## config.mk

```make
export PLATFORM = sky130hd
export DESIGN_NAME = stereo_sample_hold_bitcrusher_flat
export DESIGN_NICKNAME = d
export VERILOG_FILES = /design/src/rtl/core/sshb_pkg.sv /design/src/rtl/core/sshb_if.sv /design/src/rtl/core/sshb_div.sv /design/src/rtl/core/stereo_sample_hold_bitcrusher.sv /design/src/flat_wrapper.sv
export SDC_FILE = /design/constraint.sdc
export NUM_CORES = 2
export LEC_CHECK = 0
export ABC_AREA = 1
export BUFFER_PORTS_ARGS = -buffer_cell sky130_fd_sc_hd__buf_2
export CORE_ASPECT_RATIO = 2
export CORE_MARGIN = 8
export CORE_UTILIZATION = 32
export DETAILED_ROUTE_END_ITERATION = 16
export PLACE_DENSITY = 0.52
export SYNTH_ARGS = -nofsm -noshare
export SYNTH_HDL_FRONTEND = slang
export SYNTH_HIERARCHICAL = 1
export SYNTH_SLANG_ARGS = --single-unit
```

## constraint.sdc

```tcl
create_clock -name clk -period 8.1 [get_ports clk]
set_input_delay 0.405 -clock clk [delete_from_list [all_inputs] [get_ports clk]]
set_output_delay 0.405 -clock clk [all_outputs]
set_load 0.1 [all_outputs]
```

## src/rtl/core/sshb_pkg.sv

```systemverilog
// sshb_pkg: widths, fixed-point constants, divider request/response types and
// the shared rounding helper of the stereo sample-and-hold bitcrusher.
// No dependencies.
`default_nettype none

package sshb_pkg;

    localparam int SAMPLE_BITS = 16;
    localparam int KNOB_BITS   = 16;

    localparam int KNOB_ONE  = 1 << KNOB_BITS;
    localparam int KNOB_HALF = 1 << (KNOB_BITS - 1);
    localparam int C99       = (99 * KNOB_ONE + 50) / 100;
    localparam int C01       = (KNOB_ONE + 50) / 100;
    localparam int C95       = (95 * KNOB_ONE + 50) / 100;
    localparam int SMP_MAX   = (1 << (SAMPLE_BITS - 1)) - 1;
    localparam int SMP_MIN   = -(1 << (SAMPLE_BITS - 1));

    // shared multiplier operand widths (signed)
    localparam int MUL_A_W = ((SAMPLE_BITS > KNOB_BITS) ? SAMPLE_BITS : KNOB_BITS) + 4;
    localparam int MUL_B_W = KNOB_BITS + 2;
    localparam int PROD_W  = MUL_A_W + MUL_B_W;
    localparam int RND_W   = PROD_W - KNOB_BITS;

    localparam int PHASE_W = KNOB_BITS + 2;
    localparam int Q_W     = SAMPLE_BITS - 1;
    localparam int WET_W   = SAMPLE_BITS + 2;
    localparam int DIFF_W  = SAMPLE_BITS + 3;
    localparam int SUM_W   = RND_W + 1;

    // quantizer divide: (2|x| + q) / (2q)
    localparam int DIV_NUM_W = SAMPLE_BITS + 1;
    localparam int DIV_DEN_W = SAMPLE_BITS;
    localparam int DIV_CNT_W = $clog2(DIV_NUM_W);

    typedef struct packed {
        logic                 start;
        logic [DIV_NUM_W-1:0] num;
        logic [DIV_DEN_W-1:0] den;
    } div_req_t;

    typedef struct packed {
        logic                 busy;
        logic                 done;
        logic [DIV_NUM_W-1:0] quot;
    } div_rsp_t;

    // round half up and drop KNOB_BITS fraction bits
    function automatic logic signed [RND_W-1:0] rnd_knob(input logic signed [PROD_W-1:0] p);
        logic signed [PROD_W-1:0] s;
        s = p + PROD_W'(KNOB_HALF);
        return s[PROD_W-1:KNOB_BITS];
    endfunction

endpackage

`default_nettype wire

```

## src/rtl/core/sshb_if.sv

```systemverilog
// sshb_in_if / sshb_out_if: valid-ready channels of the bitcrusher with their
// sample and knob payloads. Depends on sshb_pkg.
`default_nettype none

interface sshb_in_if;
    import sshb_pkg::*;

    logic                          valid;
    logic                          ready;
    logic signed [SAMPLE_BITS-1:0] sample_left;
    logic signed [SAMPLE_BITS-1:0] sample_right;
    logic [KNOB_BITS-1:0]          rate_knob;
    logic [KNOB_BITS-1:0]          crush_knob;
    logic [KNOB_BITS:0]            mix_amount;

    modport source (
        output valid, sample_left, sample_right, rate_knob, crush_knob, mix_amount,
        input  ready
    );

    modport sink (
        input  valid, sample_left, sample_right, rate_knob, crush_knob, mix_amount,
        output ready
    );
endinterface

interface sshb_out_if;
    import sshb_pkg::*;

    logic                          valid;
    logic                          ready;
    logic signed [SAMPLE_BITS-1:0] out_left;
    logic signed [SAMPLE_BITS-1:0] out_right;

    modport source (
        output valid, out_left, out_right,
        input  ready
    );

    modport sink (
        input  valid, out_left, out_right,
        output ready
    );
endinterface

`default_nettype wire

```

## src/rtl/core/sshb_div.sv

```systemverilog
// sshb_div: restoring unsigned divider, one quotient bit per cycle.
// Depends on sshb_pkg (widths and request/response structs).
`default_nettype none

module sshb_div (
    input  wire logic              clk,
    input  wire logic              rst_n,
    input  sshb_pkg::div_req_t     req,
    output sshb_pkg::div_rsp_t     rsp
);
    import sshb_pkg::*;

    logic                 busy_reg, busy_next;
    logic                 done_reg, done_next;
    logic [DIV_CNT_W-1:0] cnt_reg, cnt_next;
    logic [DIV_NUM_W-1:0] qn_reg, qn_next;   // numerator shifts out, quotient shifts in
    logic [DIV_DEN_W-1:0] rem_reg, rem_next;
    logic [DIV_DEN_W-1:0] den_reg, den_next;
    logic [DIV_DEN_W:0]   trial;
    logic                 take;

    always_comb
    begin
        busy_next = busy_reg;
        done_next = 1'b0;
        cnt_next  = cnt_reg;
        qn_next   = qn_reg;
        rem_next  = rem_reg;
        den_next  = den_reg;
        trial     = {rem_reg, qn_reg[DIV_NUM_W-1]};
        take      = (trial >= {1'b0, den_reg});

        if (req.start && !busy_reg)
        begin
            busy_next = 1'b1;
            cnt_next  = '0;
            qn_next   = req.num;
            rem_next  = '0;
            den_next  = req.den;
        end
        else if (busy_reg)
        begin
            rem_next = take ? DIV_DEN_W'(trial - {1'b0, den_reg}) : trial[DIV_DEN_W-1:0];
            qn_next  = {qn_reg[DIV_NUM_W-2:0], take};
            cnt_next = cnt_reg + 1'b1;
            if (cnt_reg == DIV_CNT_W'(DIV_NUM_W - 1))
            begin
                busy_next = 1'b0;
                done_next = 1'b1;
            end
        end
    end

    always_ff @(posedge clk or negedge rst_n)
    begin
        if (!rst_n)
        begin
            busy_reg <= 1'b0;
            done_reg <= 1'b0;
            cnt_reg  <= '0;
        end
        else
        begin
            busy_reg <= busy_next;
            done_reg <= done_next;
            cnt_reg  <= cnt_next;
        end
    end

    always_ff @(posedge clk)
    begin
        qn_reg  <= qn_next;
        rem_reg <= rem_next;
        den_reg <= den_next;
    end

    assign rsp.busy = busy_reg;
    assign rsp.done = done_reg;
    assign rsp.quot = qn_reg;

    a_start_when_idle: assert property (@(posedge clk) disable iff (!rst_n)
        req.start |-> !busy_reg)
        else $error("divider started while busy");

    a_done_single: assert property (@(posedge clk) disable iff (!rst_n)
        done_reg |=> !done_reg)
        else $error("divider done held longer than one cycle");

    a_done_ends_busy: assert property (@(posedge clk) disable iff (!rst_n)
        done_reg |-> !busy_reg && $past(busy_reg))
        else $error("divider done without a finished run");

endmodule

`default_nettype wire

```

## src/rtl/core/stereo_sample_hold_bitcrusher.sv

```systemverilog
// stereo_sample_hold_bitcrusher: sequenced sample-and-hold rate reducer and
// quantizer with dry/wet mix. Depends on sshb_pkg, sshb_if, sshb_div.
//
// sample_in carries one stereo pair plus rate, crush and mix knob values per
// transaction; sample_out returns one processed stereo pair per transaction.
// Each item runs through a small sequencer around one shared 20x18 multiplier
// and a 17-step restoring divider. The knob curves run first, then each channel
// runs quantize divide, requantize, blend and saturate, or passes the held sample
// straight to blend and saturate when the quantizer step rounds to zero.
// sample_in.ready returns in the same cycle that the result becomes valid; the
// divider, run once per channel, takes most of an item's time. sample_in.ready is
// high only while the sequencer is idle.
// The result sits in an output register, so the next item is accepted and
// computed while sample_out is stalled; the sequencer only waits at its final
// step if the previous result has still not been taken.
// Reset clears the phase accumulator and both held samples and leaves the
// block idle with no result pending.
`default_nettype none

module stereo_sample_hold_bitcrusher (
    input  wire logic  clk,
    input  wire logic  rst_n,
    sshb_in_if.sink    sample_in,
    sshb_out_if.source sample_out
);
    import sshb_pkg::*;

    localparam int ST_W = 4;
    localparam logic [ST_W-1:0] ST_IDLE     = 4'd0;
    localparam logic [ST_W-1:0] ST_SQ_R     = 4'd1;
    localparam logic [ST_W-1:0] ST_SQ_R2    = 4'd2;
    localparam logic [ST_W-1:0] ST_MUL_C99  = 4'd3;
    localparam logic [ST_W-1:0] ST_PHASE    = 4'd4;
    localparam logic [ST_W-1:0] ST_SQ_D2    = 4'd5;
    localparam logic [ST_W-1:0] ST_MUL_C95  = 4'd6;
    localparam logic [ST_W-1:0] ST_STEP     = 4'd7;
    localparam logic [ST_W-1:0] ST_QUANT    = 4'd8;
    localparam logic [ST_W-1:0] ST_DIV_WAIT = 4'd9;
    localparam logic [ST_W-1:0] ST_WET      = 4'd10;
    localparam logic [ST_W-1:0] ST_BLEND    = 4'd11;
    localparam logic [ST_W-1:0] ST_SAT      = 4'd12;

    logic [ST_W-1:0]               state_reg, state_next;
    logic                          ch_reg, ch_next;
    logic signed [PHASE_W-1:0]     phase_reg, phase_next;
    logic signed [SAMPLE_BITS-1:0] held_l_reg, held_l_next;
    logic signed [SAMPLE_BITS-1:0] held_r_reg, held_r_next;
    logic                          out_valid_reg, out_valid_next;

    logic signed [SAMPLE_BITS-1:0] xl_reg, xl_next;
    logic signed [SAMPLE_BITS-1:0] xr_reg, xr_next;
    logic [KNOB_BITS-1:0]          r_reg, r_next;
    logic [KNOB_BITS-1:0]          c_reg, c_next;
    logic [KNOB_BITS:0]            mix_reg, mix_next;
    logic signed [PROD_W-1:0]      prod_reg, prod_next;
    logic [Q_W-1:0]                q_reg, q_next;
    logic                          neg_reg, neg_next;
    logic signed [WET_W-1:0]       wet_reg, wet_next;
    logic signed [SAMPLE_BITS-1:0] res_l_reg, res_l_next;
    logic signed [SAMPLE_BITS-1:0] out_l_reg, out_l_next;
    logic signed [SAMPLE_BITS-1:0] out_r_reg, out_r_next;

    logic signed [MUL_A_W-1:0]     mul_a;
    logic signed [MUL_B_W-1:0]     mul_b;
    logic signed [RND_W-1:0]       rnd_v;
    logic [KNOB_BITS:0]            d_val;
    logic [KNOB_BITS-1:0]          inc;
    logic signed [PHASE_W-1:0]     phase_sum;
    logic [KNOB_BITS+SAMPLE_BITS-2:0] q_wide;
    logic signed [SAMPLE_BITS-1:0] x_sel;
    logic signed [SAMPLE_BITS-1:0] dry;
    logic [SAMPLE_BITS-1:0]        ax;
    logic signed [WET_W-1:0]       m_ext;
    logic signed [DIFF_W-1:0]      diff;
    logic signed [SUM_W-1:0]       sat_sum;
    logic signed [SAMPLE_BITS-1:0] sat_v;
    logic                          in_accept;
    logic                          out_take;

    div_req_t div_req;
    div_rsp_t div_rsp;

    sshb_div u_div (
        .clk   (clk),
        .rst_n (rst_n),
        .req   (div_req),
        .rsp   (div_rsp)
    );

    assign in_accept = sample_in.valid && (state_reg == ST_IDLE);
    assign out_take  = out_valid_reg && sample_out.ready;

    assign rnd_v     = rnd_knob(prod_reg);
    assign d_val     = (KNOB_BITS + 1)'(KNOB_ONE) - {1'b0, c_reg};
    assign inc       = rnd_v[KNOB_BITS-1:0] + KNOB_BITS'(C01);
    assign phase_sum = phase_reg + $signed({2'b00, inc});
    // q = round(step * 2^(S-1) / 2^K)
    assign q_wide    = {rnd_v[KNOB_BITS-1:0], (SAMPLE_BITS - 1)'(0)}
                     + (KNOB_BITS + SAMPLE_BITS - 1)'(KNOB_HALF);
    assign x_sel     = ch_reg ? held_r_reg : held_l_reg;
    assign dry       = ch_reg ? xr_reg : xl_reg;
    assign ax        = x_sel[SAMPLE_BITS-1] ? (~x_sel + 1'b1) : x_sel;
    assign m_ext     = WET_W'(prod_reg[SAMPLE_BITS:0]);
    assign diff      = DIFF_W'(wet_reg) - DIFF_W'(dry);
    assign sat_sum   = SUM_W'(dry) + SUM_W'(rnd_v);

    always_comb
    begin
        if (sat_sum > $signed(SUM_W'(SMP_MAX)))
            sat_v = SAMPLE_BITS'(SMP_MAX);
        else if (sat_sum < $signed(SUM_W'(SMP_MIN)))
            sat_v = SAMPLE_BITS'(SMP_MIN);
        else
            sat_v = sat_sum[SAMPLE_BITS-1:0];
    end

    // shared multiplier operand select
    always_comb
    begin
        unique case (state_reg)
            ST_SQ_R:
            begin
                mul_a = MUL_A_W'(r_reg);
                mul_b = MUL_B_W'(r_reg);
            end
            ST_SQ_R2, ST_SQ_D2:
            begin
                mul_a = MUL_A_W'(rnd_v[KNOB_BITS:0]);
                mul_b = MUL_B_W'(rnd_v[KNOB_BITS:0]);
            end
            ST_MUL_C99:
            begin
                mul_a = MUL_A_W'(rnd_v[KNOB_BITS:0]);
                mul_b = MUL_B_W'(C99);
            end
            ST_PHASE:
            begin
                mul_a = MUL_A_W'(d_val);
                mul_b = MUL_B_W'(d_val);
            end
            ST_MUL_C95:
            begin
                mul_a = MUL_A_W'(rnd_v[KNOB_BITS:0]);
                mul_b = MUL_B_W'(C95);
            end
            ST_DIV_WAIT:
            begin
                mul_a = MUL_A_W'(div_rsp.quot);
                mul_b = MUL_B_W'(q_reg);
            end
            // blend product is kept while the final step waits on sample_out
            ST_BLEND, ST_SAT:
            begin
                mul_a = MUL_A_W'(diff);
                mul_b = MUL_B_W'(mix_reg);
            end
            default:
            begin
                mul_a = '0;
                mul_b = '0;
            end
        endcase
        prod_next = mul_a * mul_b;
    end

    always_comb
    begin
        state_next     = state_reg;
        ch_next        = ch_reg;
        phase_next     = phase_reg;
        held_l_next    = held_l_reg;
        held_r_next    = held_r_reg;
        out_valid_next = out_valid_reg;
        xl_next        = xl_reg;
        xr_next        = xr_reg;
        r_next         = r_reg;
        c_next         = c_reg;
        mix_next       = mix_reg;
        q_next         = q_reg;
        neg_next       = neg_reg;
        wet_next       = wet_reg;
        res_l_next     = res_l_reg;
        out_l_next     = out_l_reg;
        out_r_next     = out_r_reg;
        div_req.start  = 1'b0;
        div_req.num    = {ax, 1'b0} + DIV_NUM_W'(q_reg);
        div_req.den    = {q_reg, 1'b0};

        if (out_take)
            out_valid_next = 1'b0;

        unique case (state_reg)
            ST_IDLE:
            begin
                if (in_accept)
                begin
                    xl_next = sample_in.sample_left;
                    xr_next = sample_in.sample_right;
                    r_next  = sample_in.rate_knob;
                    c_next  = sample_in.crush_knob;
                    // mix above one acts as fully wet
                    if (sample_in.mix_amount[KNOB_BITS] && |sample_in.mix_amount[KNOB_BITS-1:0])
                        mix_next = (KNOB_BITS + 1)'(KNOB_ONE);
                    else
                        mix_next = sample_in.mix_amount;
                    state_next = ST_SQ_R;
                end
            end
            ST_SQ_R:    state_next = ST_SQ_R2;
            ST_SQ_R2:   state_next = ST_MUL_C99;
            ST_MUL_C99: state_next = ST_PHASE;
            ST_PHASE:
            begin
                if (phase_sum >= $signed(PHASE_W'(KNOB_HALF)))
                begin
                    held_l_next = xl_reg;
                    held_r_next = xr_reg;
                    phase_next  = phase_sum - PHASE_W'(KNOB_ONE);
                end
                else
                begin
                    phase_next = phase_sum;
                end
                state_next = ST_SQ_D2;
            end
            ST_SQ_D2:   state_next = ST_MUL_C95;
            ST_MUL_C95: state_next = ST_STEP;
            ST_STEP:
            begin
                q_next     = q_wide[KNOB_BITS +: Q_W];
                ch_next    = 1'b0;
                state_next = ST_QUANT;
            end
            ST_QUANT:
            begin
                neg_next = x_sel[SAMPLE_BITS-1];
                if (q_reg == '0)
                begin
                    // zero step passes the held sample through
                    wet_next   = WET_W'(x_sel);
                    state_next = ST_BLEND;
                end
                else
                begin
                    div_req.start = 1'b1;
                    state_next    = ST_DIV_WAIT;
                end
            end
            ST_DIV_WAIT:
            begin
                if (div_rsp.done)
                    state_next = ST_WET;
            end
            ST_WET:
            begin
                wet_next   = neg_reg ? -m_ext : m_ext;
                state_next = ST_BLEND;
            end
            ST_BLEND:   state_next = ST_SAT;
            ST_SAT:
            begin
                if (!ch_reg)
                begin
                    res_l_next = sat_v;
                    ch_next    = 1'b1;
                    state_next = ST_QUANT;
                end
                else if (!out_valid_reg || sample_out.ready)
                begin
                    out_l_next     = res_l_reg;
                    out_r_next     = sat_v;
                    out_valid_next = 1'b1;
                    state_next     = ST_IDLE;
                end
            end
            default:    state_next = ST_IDLE;
        endcase
    end

    always_ff @(posedge clk or negedge rst_n)
    begin
        if (!rst_n)
        begin
            state_reg     <= ST_IDLE;
            ch_reg        <= 1'b0;
            phase_reg     <= '0;
            held_l_reg    <= '0;
            held_r_reg    <= '0;
            out_valid_reg <= 1'b0;
        end
        else
        begin
            state_reg     <= state_next;
            ch_reg        <= ch_next;
            phase_reg     <= phase_next;
            held_l_reg    <= held_l_next;
            held_r_reg    <= held_r_next;
            out_valid_reg <= out_valid_next;
        end
    end

    always_ff @(posedge clk)
    begin
        xl_reg    <= xl_next;
        xr_reg    <= xr_next;
        r_reg     <= r_next;
        c_reg     <= c_next;
        mix_reg   <= mix_next;
        prod_reg  <= prod_next;
        q_reg     <= q_next;
        neg_reg   <= neg_next;
        wet_reg   <= wet_next;
        res_l_reg <= res_l_next;
        out_l_reg <= out_l_next;
        out_r_reg <= out_r_next;
    end

    assign sample_in.ready      = (state_reg == ST_IDLE);
    assign sample_out.valid     = out_valid_reg;
    assign sample_out.out_left  = out_l_reg;
    assign sample_out.out_right = out_r_reg;

    a_busy_after_accept: assert property (@(posedge clk) disable iff (!rst_n)
        in_accept |=> !sample_in.ready)
        else $error("input accepted again before the item finished");

    a_phase_range: assert property (@(posedge clk) disable iff (!rst_n)
        phase_reg >= $signed(-PHASE_W'(KNOB_HALF)) && phase_reg < $signed(PHASE_W'(KNOB_HALF)))
        else $error("phase accumulator out of range");

    a_result_from_sat: assert property (@(posedge clk) disable iff (!rst_n)
        $rose(out_valid_reg) |-> $past(state_reg == ST_SAT) && $past(ch_reg))
        else $error("result raised outside the final saturate step");

endmodule

`default_nettype wire

```

## src/flat_wrapper.sv

```systemverilog
// flat-port wrapper written by rule: the top's interface ports become plain ports
module stereo_sample_hold_bitcrusher_flat import sshb_pkg::*;
  (clk, rst_n, sample_in_valid, sample_in_sample_left, sample_in_sample_right, sample_in_rate_knob, sample_in_crush_knob, sample_in_mix_amount, sample_in_ready, sample_out_valid, sample_out_out_left, sample_out_out_right, sample_out_ready);
  sshb_in_if sample_in_i ();
  sshb_out_if sample_out_i ();
  input  wire logic clk;
  input  wire logic rst_n;
  input wire logic [$bits(sample_in_i.valid)-1:0] sample_in_valid;
  input wire logic [$bits(sample_in_i.sample_left)-1:0] sample_in_sample_left;
  input wire logic [$bits(sample_in_i.sample_right)-1:0] sample_in_sample_right;
  input wire logic [$bits(sample_in_i.rate_knob)-1:0] sample_in_rate_knob;
  input wire logic [$bits(sample_in_i.crush_knob)-1:0] sample_in_crush_knob;
  input wire logic [$bits(sample_in_i.mix_amount)-1:0] sample_in_mix_amount;
  output wire logic [$bits(sample_in_i.ready)-1:0] sample_in_ready;
  output wire logic [$bits(sample_out_i.valid)-1:0] sample_out_valid;
  output wire logic [$bits(sample_out_i.out_left)-1:0] sample_out_out_left;
  output wire logic [$bits(sample_out_i.out_right)-1:0] sample_out_out_right;
  input wire logic [$bits(sample_out_i.ready)-1:0] sample_out_ready;
  assign sample_in_i.valid = sample_in_valid;
  assign sample_in_i.sample_left = sample_in_sample_left;
  assign sample_in_i.sample_right = sample_in_sample_right;
  assign sample_in_i.rate_knob = sample_in_rate_knob;
  assign sample_in_i.crush_knob = sample_in_crush_knob;
  assign sample_in_i.mix_amount = sample_in_mix_amount;
  assign sample_in_ready = sample_in_i.ready;
  assign sample_out_valid = sample_out_i.valid;
  assign sample_out_out_left = sample_out_i.out_left;
  assign sample_out_out_right = sample_out_i.out_right;
  assign sample_out_i.ready = sample_out_ready;
  stereo_sample_hold_bitcrusher u_core (.clk(clk), .rst_n(rst_n), .sample_in(sample_in_i), .sample_out(sample_out_i));
endmodule
```

==> results.py <==
metrics = {
    "sta": {
        "fin_crit_sh": 0.968,
        "finalSetupViolCount": 0,
        "period_minus_slack_ps": 7840,
        "hold_viol": 0,
        "holdWs_ps": 29.8,
        "slew_violations": 0,
        "fin_worst_skew_ps": 21.1,
        "max_slew_margin": 0.173,
        "tns_ps": 0,
        "worst_slew_pin_slew_ps": 1230,
        "rsz0062_at_grt": "true",
        "fmax_mhz": 127,
    },
    "finish": {
        "nNetsFinal": 5089,
        "areaGrowthSynthToFinish_pct": 21.2,
        "drive_gt1_frac": 0.164,
        "final-seq-area_um2": 8540,
        "num-fill-cells": 10360,
        "largest_reg_flops": 38,
        "multi_input_area_um2": 20300,
        "fin_util": 0.390,
    },
    "route": {
        "drtIter0Drc": 1485,
        "detail-route-antenna-nets": 0,
        "wl_um": 128000,
        "firstDrtPassIters": 5,
        "wire_per_inst_um": 21.9,
        "viasPerCell": 4.86,
        "drc": 0,
        "dr_total_vias": 28322,
    },
    "floorplan": {
        "core_region_area_um2": 99500,
        "start_util": 0.322,
        "fp-row-count": 164,
        "boundaryPins": 119,
        "die_h_um": 464,
        "die-area_um2": 111000,
        "die_x_um": 240,
    },
    "logic_synthesis": {
        "syn_inst": 3996,
        "yosys_warnings": 6,
        "synth_nets": 4607,
        "avgSynthCellArea_um2": 8.02,
        "synth.cell_area_um2": 32100,
    },
    "cts": {
        "cts.sinks": 313,
        "cts_tree": "done",
        "clockBufferDepth": 3,
        "htree_levels": 1,
        "root_buffer": "clkbuf_16",
        "clk_latency_ps": 630,
        "clk_pin_slew_ps": 60,
        "cts_buffers": 31,
    },
    "global_route": {
        "grt_pass1_vias": 30405,
        "grt_max_degree": 50,
        "grt_pass1_wl_um": 185000,
        "overflow": 0,
        "antenna_found_initial": 1,
        "grtUsageTotal": 0.228,
    },
    "setup_path": {
        "rr_startpoint": "u_core/ch_reg$_DFFE_PN0P_",
        "worstSetupEndpointType": "flop",
        "start_kind": "flop",
        "cp_data_required_time_ps": 8600,
        "max_stage_delay_ps": 610,
        "crit_slowest_cell": "fa_1",
        "path_max_fanout": 13,
        "crit_arrival_ps": 8350,
        "startpoint": "u_core/ch_reg$_DFFE_PN0P_",
        "critPathKind": "reg -> reg",
    },
    "placement": {
        "gp_routability_congestion": 1.03,
        "place.port_buffers": 118,
        "dp_hpwl_um": 108000,
    },
    "hold_path": {
        "hp-class": "in -> reg",
        "hold_start": "sample_in_rate_knob[5]",
    },
    "run": {
        "drv_cap": 0,
    },
    "outcome": {
        "status": "finished clean",
    },
}
-- final timing paths --
| check | end | slack [ps] | cells past startpoint |
|---|---|---|---|
| setup / recovery | u_core/prod_reg[26]$_DFF_P_ | 260 | 36 |
| hold / removal | u_core/r_reg[5]$_DFFE_PP_ | 30 | 1 |
| setup reg to reg | u_core/prod_reg[26]$_DFF_P_ | 260 | 36 |
| hold reg to reg | u_core/sample_out.out_left[9]$_DFFE_PP_ | 420 | 0 |
| max in group asynchronous | u_core/ch_reg$_DFFE_PN0P_ | 6830 | 3 |
| min in group asynchronous | u_core/u_div/cnt_reg[1]$_DFFE_PN0P_ | 240 | 2 |
-- critical path: cells and delay by family, from the launching register on --
kind,cells,cell delay (ps)
adder cells (fa/ha/maj),8,3790
buffers and inverters,12,1410
AND/OR/NAND/NOR,10,1210
AO/OA/AOI/OAI,5,680
flip-flops,1,450
XOR/XNOR,1,150
-- cells in the final DEF (no fill, tap or decap), types with 14 or more instances in the layout --
master,instances
inv_2,31
o21ai_0,134
a21oi_1,178
inv_1,831
nor2_1,313
a21oi_2,17
dfxtp_1,54
buf_4,341
o21ai_1,22
buf_2,117
fa_1,321
dlygate4sd3_1,65
dfrtp_1,62
ha_1,184
xor2_1,98
edfxtp_1,196
clkbuf_16,32
nand2_1,904
o21ai_2,15
fa_2,14
nor2_2,33
nor3_1,43
nand4_1,41
xnor2_1,33
nand2_2,19
nand3_1,164
-- final cells by class --
class	instances	area share
multi-input cells	2730	0.522
flip-flops and latches	313	0.220
repair buffers	536	0.104
inverters	866	0.0839
well taps	1328	0.0428
clock buffers	33	0.0204
clock inverters	24	0.00715
diodes	2	0.000129
-- metal layers --
metal  global-route usage  up-vias  share of wire
met5                    0        -              0
met4                0.232        0           0.13
met3               0.0198      447          0.033
met2                0.443      804           0.54
met1                0.191    13673           0.30
li1                     -    13398              -
-- repair_timing --
action                                 4_1_cts  5_1_grt
pin swaps                                    1       33
cloned                                       0        1
setup endpoints to repair                   19       24
hold buffers                                65        0
gates resized for setup                     28      114
endpoints found under the hold margin       82        0
buffers inserted                             0        7
-- metrics by stage --
stage               instance area [µm²]  cells  setup slack, ps
global route                      38800   5831            -10.0
CTS                               38300   5822            -7.81
detailed placement                36600   5700             -253
finish                            38800   5832              256
floorplan                         32100   3996              120
global placement                  36600   5700             -256
Power is not shown: default switching activity piles up to over one toggle a cycle in this logic, so the estimate is an artifact.
